### src/rtl/core/sacm_pkg.sv
package sacm_pkg;

  localparam int ADDR_W      = 32;
  localparam int DATA_W      = 32;
  localparam int TAG_W       = 18;
  localparam int SET_LSB     = 2;
  localparam int SET_FIELD_W = 12;
  localparam int OFF_FIELD_W = 2;
  localparam int RECIP_SHIFT = 24;
  localparam int QUEUE_DEPTH = 2;

  localparam int SETS_DEF           = 4096;
  localparam int WAYS_DEF           = 4;
  localparam int WORDS_PER_LINE_DEF = 4;

  localparam logic CMD_WRITE = 1'b0;
  localparam logic CMD_READ  = 1'b1;

  typedef enum logic [1:0] {
    S_CLEAR,
    S_READ,
    S_UPDATE
  } back_state_t;

  // request as it travels from front to back
  typedef struct packed {
    logic              cmd;
    logic [TAG_W-1:0]  tag;
    logic [DATA_W-1:0] wdata;
  } req_t;

  // one way of a row in the cache memory
  typedef struct packed {
    logic              valid;
    logic [TAG_W-1:0]  tag;
    logic [DATA_W-1:0] data;
  } way_t;

endpackage

### src/rtl/core/sacm_front.sv
module sacm_front import sacm_pkg::*; #(
  parameter int SETS           = SETS_DEF,
  parameter int WORDS_PER_LINE = WORDS_PER_LINE_DEF,
  parameter int ROW_W          = $clog2(SETS * WORDS_PER_LINE)
) (
  input  logic              clk,
  input  logic              rst,
  input  logic              cfg_write,
  input  logic              cfg_data,
  input  logic              in_valid,
  output logic              in_ready,
  input  logic              command,
  input  logic [ADDR_W-1:0] address,
  input  logic [DATA_W-1:0] write_data,
  input  logic              clearing,
  input  logic              q_ready,
  output logic              q_push,
  output req_t              q_req,
  output logic [ROW_W-1:0]  q_row
);

  localparam int PROD_W = SET_FIELD_W + RECIP_SHIFT;
  localparam logic [RECIP_SHIFT-1:0] RECIP = RECIP_SHIFT'((1 << RECIP_SHIFT) / SETS);
  localparam int SETS_W = $clog2(SETS + 1);
  localparam int QD_W   = SET_FIELD_W + SETS_W;
  localparam int REM_W  = ((SET_FIELD_W > SETS_W) ? SET_FIELD_W : SETS_W) + 1;

  logic enable;
  logic adv;

  // stage a: captured request
  logic                   a_valid;
  req_t                   a_req;
  logic [SET_FIELD_W-1:0] a_x;
  logic [ROW_W-1:0]       a_base;
  // stage b: quotient estimate
  logic                   b_valid;
  req_t                   b_req;
  logic [SET_FIELD_W-1:0] b_x;
  logic [ROW_W-1:0]       b_base;
  logic [SET_FIELD_W-1:0] b_q;
  // stage c: quotient times SETS
  logic                   c_valid;
  req_t                   c_req;
  logic [SET_FIELD_W-1:0] c_x;
  logic [ROW_W-1:0]       c_base;
  logic [SET_FIELD_W-1:0] c_qd;

  logic [4:0]             word_red;
  logic [PROD_W-1:0]      prod;
  logic [QD_W-1:0]        qd_full;
  logic [REM_W-1:0]       rem0;
  logic [REM_W-1:0]       rem;

  assign adv      = !c_valid || q_ready;
  assign in_ready = adv && !clearing;

  // offset mod WORDS_PER_LINE; offset < 4 so three steps suffice
  always_comb begin
    word_red = 5'(address[OFF_FIELD_W-1:0]);
    for (int i = 0; i < 3; i++) begin
      if (word_red >= 5'(WORDS_PER_LINE)) begin
        word_red = word_red - 5'(WORDS_PER_LINE);
      end
    end
  end

  assign prod    = PROD_W'(a_x) * PROD_W'(RECIP);
  assign qd_full = QD_W'(b_q) * QD_W'(SETS);

  // estimate is low by at most one, so one correction step
  always_comb begin
    rem0 = REM_W'(c_x) - REM_W'(c_qd);
    rem  = (rem0 >= REM_W'(SETS)) ? rem0 - REM_W'(SETS) : rem0;
  end

  assign q_push = c_valid && q_ready;
  assign q_req  = c_req;
  assign q_row  = c_base + ROW_W'(rem);

  always_ff @(posedge clk) begin
    if (rst) begin
      enable  <= 1'b1;
      a_valid <= 1'b0;
      b_valid <= 1'b0;
      c_valid <= 1'b0;
    end else begin
      if (cfg_write) begin
        enable <= cfg_data;
      end
      if (adv) begin
        // disabled block takes the item and drops it
        a_valid <= in_valid && in_ready && enable;
        b_valid <= a_valid;
        c_valid <= b_valid;
      end
    end
  end

  always_ff @(posedge clk) begin
    if (adv) begin
      a_req.cmd   <= command;
      a_req.tag   <= address[ADDR_W-1 -: TAG_W];
      a_req.wdata <= write_data;
      a_x         <= address[SET_LSB +: SET_FIELD_W];
      a_base      <= ROW_W'(int'(word_red) * SETS);
      b_req       <= a_req;
      b_x         <= a_x;
      b_base      <= a_base;
      b_q         <= prod[PROD_W-1:RECIP_SHIFT];
      c_req       <= b_req;
      c_x         <= b_x;
      c_base      <= b_base;
      c_qd        <= qd_full[SET_FIELD_W-1:0];
    end
  end

endmodule

### config.mk
export PLATFORM = sky130hd
export DESIGN_NAME = sacm_front
export DESIGN_NICKNAME = d
export VERILOG_FILES = /design/src/rtl/core/sacm_pkg.sv /design/src/rtl/core/sacm_front.sv
export SDC_FILE = /design/constraint.sdc
export NUM_CORES = 1
export LEC_CHECK = 0
export ABC_AREA = 1
export BUFFER_PORTS_ARGS = -buffer_cell sky130_fd_sc_hd__buf_2
export CAP_MARGIN = 10
export CORE_UTILIZATION = 25
export DETAILED_ROUTE_END_ITERATION = 16
export GPL_TIMING_DRIVEN = 1
export SLEW_MARGIN = 30
export SYNTH_ARGS = -nofsm -noshare
export SYNTH_HDL_FRONTEND = slang
export SYNTH_SLANG_ARGS = --single-unit
### constraint.sdc
create_clock -name clk -period 13.9 [get_ports clk]
set_input_delay 2.78 -clock clk [delete_from_list [all_inputs] [get_ports clk]]
set_output_delay 2.78 -clock clk [all_outputs]
set_load 0.05 [all_outputs]
Yosys cells after proc, flatten, opt, wreduce, memory -nomap -nowiden
Index checks and enable logic that the tools add are counted.
{"block": "totals", "register_bits": 199, "inputBits": 72, "output_inout_bits": 67, "word_cells": 30}
{"block": "classes", "addsub": 2, "n_lt_le_gt_ge": 1, "mux": 1, "reduce_logical": 7}
{"op": "adder 14 bit", "count": 1}
{"op": "2-to-1 mux 14 bit", "count": 1}
{"op": "subtractor 12 x 13 -> 14 bit, second input constant", "count": 1}
{"op": "greater-or-equal comparator 12 x 13 -> 1 bit, second input constant", "count": 1}
{"op": "logical AND 1 bit", "count": 4}
{"op": "zero test 1 bit", "count": 2}
{"op": "logical OR 1 bit", "count": 1}

Longest topological paths before layout
{"block": "logic_depth", "ltp_word": 5, "ltp_mapped": 5, "ltp_nobuf": 5}

Least setup slack after synthesis
No wires, ideal clock.
{"block": "synth_timing", "path_type": "in2out", "startpoint": "in q_ready", "endpoint": "out in_ready", "arrival_time_ns": 6.087, "setup_slack_ns": 5.033, "path_stages": 4, "path_buffers": 0, "cell_sequence": "inv_1 -> nand2_2 -> inv_2 -> nor2_1"}
{"block": "synth_between", "elab_chain_len": 2}
{"item": "start, declared", "line": "sacm_front.sv:16", "source": "input logic q_ready,"}
{"item": "logical OR 1 bit", "line": "sacm_front.sv:55", "source": "assign adv = !c_valid || q_ready;"}
{"item": "net adv", "line": "sacm_front.sv:29", "source": "logic adv;"}
{"item": "logical AND 1 bit", "line": "sacm_front.sv:56", "source": "assign in_ready = adv && !clearing;"}
{"item": "end, declared", "line": "sacm_front.sv:11", "source": "output logic in_ready,"}
The timed path passes the listed nets, and every way through them passes these cells.

Worst setup path in the final report
Ends and elaborated chain as after synthesis.

==> flow_summary.ini <==
[status]
status = complete, no violations

[grt]
grt_max_degree = 108
grt_pass1_vias = 2549
met1_usage = 0.0868
top_usage_layer = met2
grt_pass1_wl_um = 13700
gr-usage-all-layers = 0.0773
antenna_found_initial = 3
grtUsageMet3 = 0.0509
use_met2 = 0.117
gr-total-overflow = 0

[worst_setup_path]
slowest_delay_ns = 0.55
cp-end-kind = output pin
crit_family = simple AND/OR/NAND/NOR gates
slowest_stage = nand2_8
path_buf_inv = 4
cp.arrival_ns = 4.05
cp_common_cell = buf_2
startpoint_type = input pin
crit_type = input pin to output pin
crit_required_ns = 11.12
path_cells = buf_2 > inv_1 > nand2_8 > inv_2 > nor2_1 > buf_2
crit_fanout = 107

[clock_network]
cts_tree = built
post_cts_buffers = 0
cts_max_level = 4
clk_latency_ns = 0.42
clk_pin_slew_worst_paths_ns = 0.07
clockRootBuffer = clkbuf_16
cts.path.max_buffers = 2
cts-resized-gates = 0
clock_sinks = 199
cts_buffers = 17
hold_buffers = 0

[timing]
relSlewSlack = 0.476
finalSetupTns_ns = 0
fmax_mhz = 146
finalHoldViolations = 0
worstMarginPinSlew_ns = 0.786
fin_skew_ns = 0.00943
setup-violations-final = 0
min_period_over_period = 0.492
timing.hold.ws_ns = 0.418
min_period_ns = 6.83
rsz0062_at_grt = no
finalMaxSlewViolations = 0

[placed_design]
gp_congestion = 0.661
place_area_um2 = 7140
io_buffers = 138
dp_hpwl_um = 5920

[floorplanning]
dieArea_um2 = 24700
floorplan.rows = 56
core_um2 = 23500
io_pins = 139
die-width_um = 157
initial_core_util = 0.256
die_h_um = 157

[detailed_routing]
drtIter0Drc = 105
vias = 2528
ant_nets = 0
firstDrtPassIters = 6
drc_errors = 0
wl_per_cell_um = 13.0
viasPerCell = 3.56
wl_um = 9280

[logic_synthesis]
yosysSeqAreaShare = 0.984
ys_ff_latch = 199
syn_inst = 219
ys_warn_count = 0
ys_types = 11
syn_area_um2 = 6030
syn-mean-instance-area_um2 = 27.5
synth_fp_nets = 291

[cells_and_area]
nNetsFinal = 449
final_area_um2 = 7720
layout_commonest_cell = edfxtp_1
layout-drive-gt1-share = 0.446
most-common-layout-cells = edfxtp_1, buf_2, clkbuf_16
syn2layout_area_growth_pct = 28.1

[min_path]
hold_path_class = flip-flop to flip-flop

[pwr]
p_per_area_nw_per_um2 = 162
p_leak_nw = 2.98
ir_drop_v = 0.0000738

[flow_run]
drv_cap = 0
==> cells in the mapped netlist (all sizes together) <==
cell type,n,share of area
dfxtp,4,0.013
inv,6,0.0037
a21oi,3,0.0037
nor2,3,0.0019
nand2,6,0.0046
o21ai,1,0.00083
edfxtp,195,0.97
nand3,1,0.00083
==> final timing paths <==
kind / start / endpoint / slack, ns / cells past startpoint
worst min register to register: a_req[36] / b_req[36] / 0.42 / 0
worst min-delay path: a_req[36] / b_req[36] / 0.42 / 0
worst max register to register: c_valid / a_req[0] / 11.76 / 2
worst max-delay path: q_ready / in_ready / 7.07 / 6
==> through the flow <==
stage | power, mW | setup WS (ns) | cells | util
after floorplan | 0.768 | 5.03 | 219 | -
after global placement | 0.793 | 7.12 | 677 | 0.303
after detailed placement | 0.796 | 7.03 | 677 | 0.303
after CTS | 1.27 | 7.02 | 709 | 0.328
after global routing | 1.30 | 6.91 | 709 | 0.328
final | 1.25 | 7.07 | 711 | 0.328
==> cells by family (layout without fill, tap and decap cells) <==
kind of cell	Yosys count	in the layout	share of synthesized area
other	0	2	0
AO/OA/AOI/OAI	4	4	0.00456
AND/OR/NAND/NOR	10	10	0.00726
buffers and inverters	6	177	0.00373
flip-flops	199	199	0.984
==> final cells by class <==
type | count | area (um2)
Antenna cell | 2 | 5.00
Clock buffer | 18 | 429
Clock inverter | 14 | 144
Fill cell | 2267 | 15800
Inverter | 6 | 22.5
Multi-Input combinational cell | 14 | 85.1
Sequential cell | 199 | 5940
Tap cell | 319 | 399
Timing Repair Buffer | 139 | 702
==> report_power, final <==
| part | total (mW) | internal [mW] | switching, mW |
|---|---|---|---|
| combinational | 0.0747 | 0.0162 | 0.0585 |
| sequential | 0.706 | 0.696 | 0.00958 |
| clock | 0.474 | 0.253 | 0.221 |
==> registers in the layout, summed over array words and instances (netlist names) <==
signal,flops
a_req,51
b_req,51
q_req,51
a_x,12
b_x,12
c_x,12
a_base,2
b_base,2
c_base,2
a_valid,1
b_valid,1
c_valid,1
enable,1
==> metal layers <==
metal	wire length, um	vias to the layer above	share of wire
met5	17	-	0.0018
met4	119	2	0.013
met3	1020	12	0.11
met2	4150	125	0.45
met1	3970	1203	0.43
li1	-	1186	-
(Power assumes the default switching activity.)
