[config.mk]
export PLATFORM = sky130hd
export DESIGN_NAME = sacm_queue
export DESIGN_NICKNAME = d
export VERILOG_FILES = /design/src/rtl/core/sacm_queue.sv
export SDC_FILE = /design/constraint.sdc
export NUM_CORES = 1
export LEC_CHECK = 0
export BUFFER_PORTS_ARGS = -buffer_cell sky130_fd_sc_hd__buf_2
export CAP_MARGIN = 10
export CORE_ASPECT_RATIO = 0.9
export CORE_UTILIZATION = 35
export CTS_CLUSTER_SIZE = 30
export DETAILED_ROUTE_END_ITERATION = 10
export PLACE_DENSITY = 0.68
export SYNTH_ARGS = -nofsm -noshare
export SYNTH_HDL_FRONTEND = slang
export SYNTH_SLANG_ARGS = --single-unit
[constraint.sdc]
create_clock -name clk -period 1.6 [get_ports clk]
set_input_delay 0 -clock clk [delete_from_list [all_inputs] [get_ports clk]]
set_output_delay 0 -clock clk [all_outputs]
set_load 0.02 [all_outputs]
[src/rtl/core/sacm_queue.sv]
module sacm_queue #(
  parameter int WIDTH = 8,
  parameter int DEPTH = 2
) (
  input  logic             clk,
  input  logic             rst,
  input  logic             push,
  input  logic [WIDTH-1:0] push_data,
  output logic             push_ready,
  input  logic             pop,
  output logic             pop_valid,
  output logic [WIDTH-1:0] pop_data
);

  localparam int PTR_W = (DEPTH > 1) ? $clog2(DEPTH) : 1;
  localparam int CNT_W = $clog2(DEPTH + 1);

  logic [WIDTH-1:0] entries [DEPTH];
  logic [PTR_W-1:0] wr_ptr;
  logic [PTR_W-1:0] rd_ptr;
  logic [CNT_W-1:0] count;
  logic             do_push;
  logic             do_pop;

  assign push_ready = (count != CNT_W'(DEPTH));
  assign pop_valid  = (count != '0);
  assign pop_data   = entries[rd_ptr];
  assign do_push    = push && push_ready;
  assign do_pop     = pop && pop_valid;

  always_ff @(posedge clk) begin
    if (rst) begin
      wr_ptr <= '0;
      rd_ptr <= '0;
      count  <= '0;
    end else begin
      if (do_push) begin
        wr_ptr <= (wr_ptr == PTR_W'(DEPTH - 1)) ? '0 : wr_ptr + 1'b1;
      end
      if (do_pop) begin
        rd_ptr <= (rd_ptr == PTR_W'(DEPTH - 1)) ? '0 : rd_ptr + 1'b1;
      end
      if (do_push && !do_pop) begin
        count <= count + 1'b1;
      end else if (do_pop && !do_push) begin
        count <= count - 1'b1;
      end
    end
  end

  always_ff @(posedge clk) begin
    if (do_push) begin
      entries[wr_ptr] <= push_data;
    end
  end

endmodule

======== Yosys cells after proc, flatten, opt, wreduce, memory -nomap -nowiden ========
Memories as Yosys holds them, arrays and structs flattened. A register that Yosys moved wholly into a read port is not among the register bits.
Cells that the tools add are included.
word-level totals
  register bits after elaboration ......... 4
  latch bits .............................. 0
  RAM bits ................................ 16
  ROM bits ................................ 0
  input port bits ......................... 12
  word-level logic and storage cells ...... 25
  memories kept ........................... 1
memories
  name     words  bits a word  rd ports  clocked after memory_dff  write ports  RTL line  text
  entries  2      8            1         1                         1            18        logic [WIDTH-1:0] entries [DEPTH];
operators by class
  $add $sub $neg .......................... 4
  multipliers ............................. 0
  div/mod/pow operators ................... 0
  magnitude comparators ................... 0
  eq/ne operators ......................... 1
  shift operators ......................... 0
  multiplexer cells ....................... 8
  bitwise gates (word level) .............. 0
  reduce and logical (&&, ||, !) cells .... 8
operators by type and width
  kind                   number
  $mux W1                6
  $logic_and A1 B1 Y1    4
  $mux W2                2
  $reduce_bool A2 Y1     2
  $add A1 B1 Y1 const B  2
  $add A2 B1 Y2 const B  1
  $logic_not A1 Y1       2
  $ne A2 B2 Y1 const B   1
  $sub A2 B1 Y2 const B  1

======== Depth between registers and ports, before layout ========
  word-level depth ........................ 6
  mapped depth ............................ 6

======== Worst setup path before layout ========
Ideal clock, no wire load.
  path type ............................... reg2reg
  from .................................... register count[0]
  to ...................................... register count[1]
  setup time .............................. 0.070 ns
  data arrival time ....................... 1.454 ns
  slack ................................... 0.076 ns
  stages on the path, launching flop included .. 6
  buffers on the path ..................... 0
  period minus slack after synthesis ...... 1.524 ns
  path through ............................ dfxtp_1 > nand2b_4 > and2_1 > ha_1 > or3_1 > a21oi_1
between the ends
  longest elaborated chain between the ends .. 5
  elaborated cells on any way between the ends .. 13
  those cells by class .................... add/sub: 2; eq/ne: 1; mux: 2; reduce/logical: 8
ends and longest elaborated chain
  what                          RTL line  text
  start: declaration            21        logic [CNT_W-1:0] count;
  start signal: assignment      44        count <= count + 1'b1;
  start signal: assignment      46        count <= count - 1'b1;
  $ne A2 B2 Y1 *                25        assign push_ready = (count != CNT_W'(DEPTH));
  via push_ready                9         output logic push_ready,
  $logic_and A1 B1 Y1 *         28        assign do_push = push && push_ready;
  $logic_not A1 Y1              45        end else if (do_pop && !do_push) begin
  $logic_and A1 B1 Y1           45
  $reduce_bool A2 Y1 (no line)  --
Mark *: on every way through the listed nets, which the timed path passes. The rest lies on a longest branch. The select of a mux whose other input is x is not followed.
A chain may end at the register's enable or synchronous reset.

======== Final worst setup path ========
  from .................................... register count[0]
  to ...................................... register count[1]
between the ends
  longest elaborated chain between the ends .. 5
  elaborated cells on any way between the ends .. 13
  those cells by class .................... add/sub: 2; eq/ne: 1; mux: 2; reduce/logical: 8
ends and longest elaborated chain
  what
  parallel branches: the longest is 5 deep, another holds $sub A2 B1 Y2
Parallel ways; which one is timed is not known. The select of a mux whose other input is x is not followed.

==> parameters.txt <==
Parameter                              Value

Power and ir drop
  Switching power total    around 0.5 mW
  Cell Int Power    approximately 1.1 mW
  Share of power burned in combinational logic    a little over a third
  Leakage power summed over all cells    approximately 0.43 nW
  Clock power share    between 15 and 20%
  Power Density    1440 nW/um^2
  Peak VDD IR    between 800 and 900 uV
  Sequential share of power    between 40 and 50%
  Switching part of the total power    around a third

Worst setup path
  Reg-to-reg slack, setup    0.08 ns
  Crit path capture    count[1]$_SDFFE_PP0P_
  Critical Path End Type    flip-flop
  Crit path arrival time    approximately 1.7 ns
  RR Startpoint    count[0]$_SDFFE_PP0P_
  Worst Path Required    between 1.5 and 2 ns
  Highest net fanout along the worst path    5
  Critical register-to-register path endpoint    count[1]$_SDFFE_PP0P_
  Type of the worst setup path    flip-flop to flip-flop
  Number of cells on the worst reg-to-reg path    6
  Worst setup path startpoint    count[0]$_SDFFE_PP0P_
  Nature of the critical path startpoint    flip-flop

Clock network
  Root Driver    sky130_fd_sc_hd__clkbuf_4
  Max clock buf depth    2
  Num Clock Sinks    21
  Maximum level of the CTS H-tree    1
  Number of CTS-inserted buffers    3
  Clock transition at path regs    between 0.1 and 0.15 ns
  Clock insertion delay at the later pin of the skew report    approximately 0.29 ns
  Total setup buffers inserted after CTS    0
  CTS tree    built

Run
  Number of violations of the max-capacitance limit    0

Floorplanning
  Num ports    22
  Row count    16
  Core ar.    about 2200 um^2
  Height of the chip    around 48 um
  Die width    approximately 53 um
  Die footprint    2500 um^2
  Starting Density    36.9%

Placement
  Total half-perimeter wirelength after legalization and detailed placement    922 um
  Number of buffers inserted by port buffering    21
  Routability Congestion    between 0.5 and 0.6
  Placed cell count    97

Outcome
  Result of the run    finished, final reports clean

Global route
  Aggregate global routing overflow    0
  Overall global routing resource usage    11.6%
  Via count of the first global-routing pass    502
  Maximum number of pins on one net before global-route repair    13
  Wire length of the first global-routing pass    just under 2 mm
  Initial antenna violation count    0

Hold path
  Hold Crit Class    primary input to flip-flop

Synth
  Top post-synthesis cells by area    sky130_fd_sc_hd__edfxtp_1, sky130_fd_sc_hd__dfxtp_1, sky130_fd_sc_hd__mux2_2
  Number of storage elements in the synthesis netlist    21
  Count of unique library cells instantiated by Yosys    17
  Cell type with the highest aggregate area in the netlist    sky130_fd_sc_hd__edfxtp_1
  Portion of the post-synthesis area used by sequential elements    a little over 70%
  Average instance area after synthesis    roughly 16 um^2
  Synthesized net count    62
  Yosys synthesis warning count    0
  Synthesized area    around 800 um^2
  Post-synthesis cell count    49
  Share of Yosys cell area claimed by the top area cell type    between 50% and 60%

Finish
  Fraction of final layout cells with drive strength greater than 1    between 40% and 50%
  Post-route non-filler standard cell count    111
  Inserted Diodes    0
  Multi-input gate area in the final layout    229 um^2
  Number of filler instances in the final layout    between 200 and 250
  Leading cell types in the layout, fill and taps excluded    sky130_fd_sc_hd__buf_2, sky130_fd_sc_hd__edfxtp_1, sky130_fd_sc_hd__dlygate4sd3_1, sky130_fd_sc_hd__mux2_2
  Final #Nets    98
  Synthesis-to-finish area growth    35.6%
  Most common cell after layout, fill and taps aside    sky130_fd_sc_hd__buf_2
  Area occupied by registers    between 500 and 600 um^2

Timing
  Max Fclk    658 MHz
  Transition time at the pin with the least slew margin    ~0.37 ns
  Setup repair after global routing missed its margin    false
  Share of the clock period used by the worst path after layout    roughly 95%
  Final setup TNS    0 ns
  Minimum clock period after layout    ~1.5 ns
  Slew Limit Headroom    between 70 and 80%
  Setup Viol. Count Final    0
  Final Skew    around 0.0026 ns
  Number of hold violations in the final report    0
  Final number of max-transition violations    0

Drt
  Via/cell ratio    roughly 4.5
  Via count    approximately 500
  Detailed-route wire length    1.25 mm
  Antenna-violating nets left    0
  Final routed DRC violation total    0
  Iter 0 DRT Violations    1
  Detail-routed net length per standard cell    between 10 and 15 um
  TritonRoute pass-1 iters    3
[routing by layer]
layer | share of wire (%) | track usage [%] | vias to the layer above
li1 | - | - | 250
met1 | 44 | 12.7 | 232
met2 | 51 | 21.0 | 14
met3 | 4.6 | 2.86 | 2
met4 | 0.48 | 6.32 | 0
met5 | 0 | 0 | -
[timing repair]
action / 4_1_cts / 5_1_grt
resized for setup: 1 / 4
endpoints found under the setup margin: 1 / 1
hold buffers: 10 / 0
hold endpoints to repair: 21 / 0
[power by group through the flow]
stage | Clock (mW) | Combinational [mW] | Sequential [mW]
4_1_cts | 0.262 | 0.537 | 0.773
2_1_floorplan | 0 | 0.401 | 0.741
3_5_place_dp | 0 | 0.513 | 0.783
6_report | 0.241 | 0.551 | 0.777
3_3_place_gp | 0 | 0.507 | 0.773
5_1_grt | 0.275 | 0.615 | 0.791
[worst max-delay path, cell delays in order, from the launching register on]
cell and delay (ns):
sky130_fd_sc_hd__dfxtp_4 0.38, sky130_fd_sc_hd__nand2b_4 0.15, sky130_fd_sc_hd__and2_1 0.18, sky130_fd_sc_hd__ha_4 0.16, sky130_fd_sc_hd__xor2_1 0.14, sky130_fd_sc_hd__or3_1 0.30
sky130_fd_sc_hd__a21oi_1 0.14
[logic make-up (layout without fill, tap and decap cells)]
kind of cell	after synthesis	after routing	synth area share, %
flip-flops	21	21	72.1
AND/OR/NAND/NOR	9	9	7.14
multiplexers	8	8	11.2
AO/OA/AOI/OAI	5	5	3.73
XOR/XNOR	3	3	3.26
buffers and inverters	2	37	1.09
adder cells (fa/ha/maj)	1	1	1.55
[sequential cells by signal, summed over array words and instances (netlist names), named ones only]
name,flops
wr_ptr,1
entries,16
rd_ptr,1
count,2
[synthesized netlist by cell type]
library cell	number
sky130_fd_sc_hd__and2_1	1
sky130_fd_sc_hd__dfxtp_1	5
sky130_fd_sc_hd__buf_2	1
sky130_fd_sc_hd__a21bo_2	1
sky130_fd_sc_hd__xor2_1	3
sky130_fd_sc_hd__mux2_2	8
sky130_fd_sc_hd__nand2b_4	1
sky130_fd_sc_hd__or2_2	1
sky130_fd_sc_hd__nand3b_1	1
sky130_fd_sc_hd__and3_1	1
sky130_fd_sc_hd__inv_1	1
sky130_fd_sc_hd__edfxtp_1	16
sky130_fd_sc_hd__ha_1	1
sky130_fd_sc_hd__a21oi_1	2
sky130_fd_sc_hd__nor2_1	3
sky130_fd_sc_hd__or3_1	1
sky130_fd_sc_hd__o21ai_0	2
[metrics by stage]
step / hold slack, ns / total power, mW / utilization [%] / setup slack (ns) / area [um^2]
3_3_place_gp: 0.189 / 1.28 / 43.4 / 0.105 / 947
3_5_place_dp: 0.196 / 1.30 / 43.4 / 0.0280 / 947
6_report: 0.292 / 1.57 / 50.1 / 0.0812 / 1090
2_1_floorplan: 0.0691 / 1.14 / - / 0.0760 / 806
5_1_grt: 0.324 / 1.68 / 50.1 / 0.00609 / 1090
4_1_cts: 0.198 / 1.57 / 49.3 / 0.0173 / 1080
[area by class of cell]
type | instances | area share, %
Sequential cell | 21 | 53.6
Multi-Input combinational cell | 26 | 21.0
Timing Repair Buffer | 32 | 19.5
Tap cell | 27 | 3.09
Clock buffer | 3 | 2.06
Clock inverter | 1 | 0.458
Inverter | 1 | 0.344
[worst min-delay path by stage]
stage               cells after the start                       to  slack (ns)    startpoint
CTS                                     5                flip-flop        0.20           pop
global placement                        1  entries[0][6]$_DFFE_PP_        0.19  push_data[6]
finish                                  5                flip-flop        0.29           pop
detailed placement                      1  entries[0][2]$_DFFE_PP_        0.20  push_data[2]
floorplan                               1    count[1]$_SDFFE_PP0P_        0.07           rst
global route                            5                flip-flop        0.32           pop
Power figures use the tool's default switching activity.
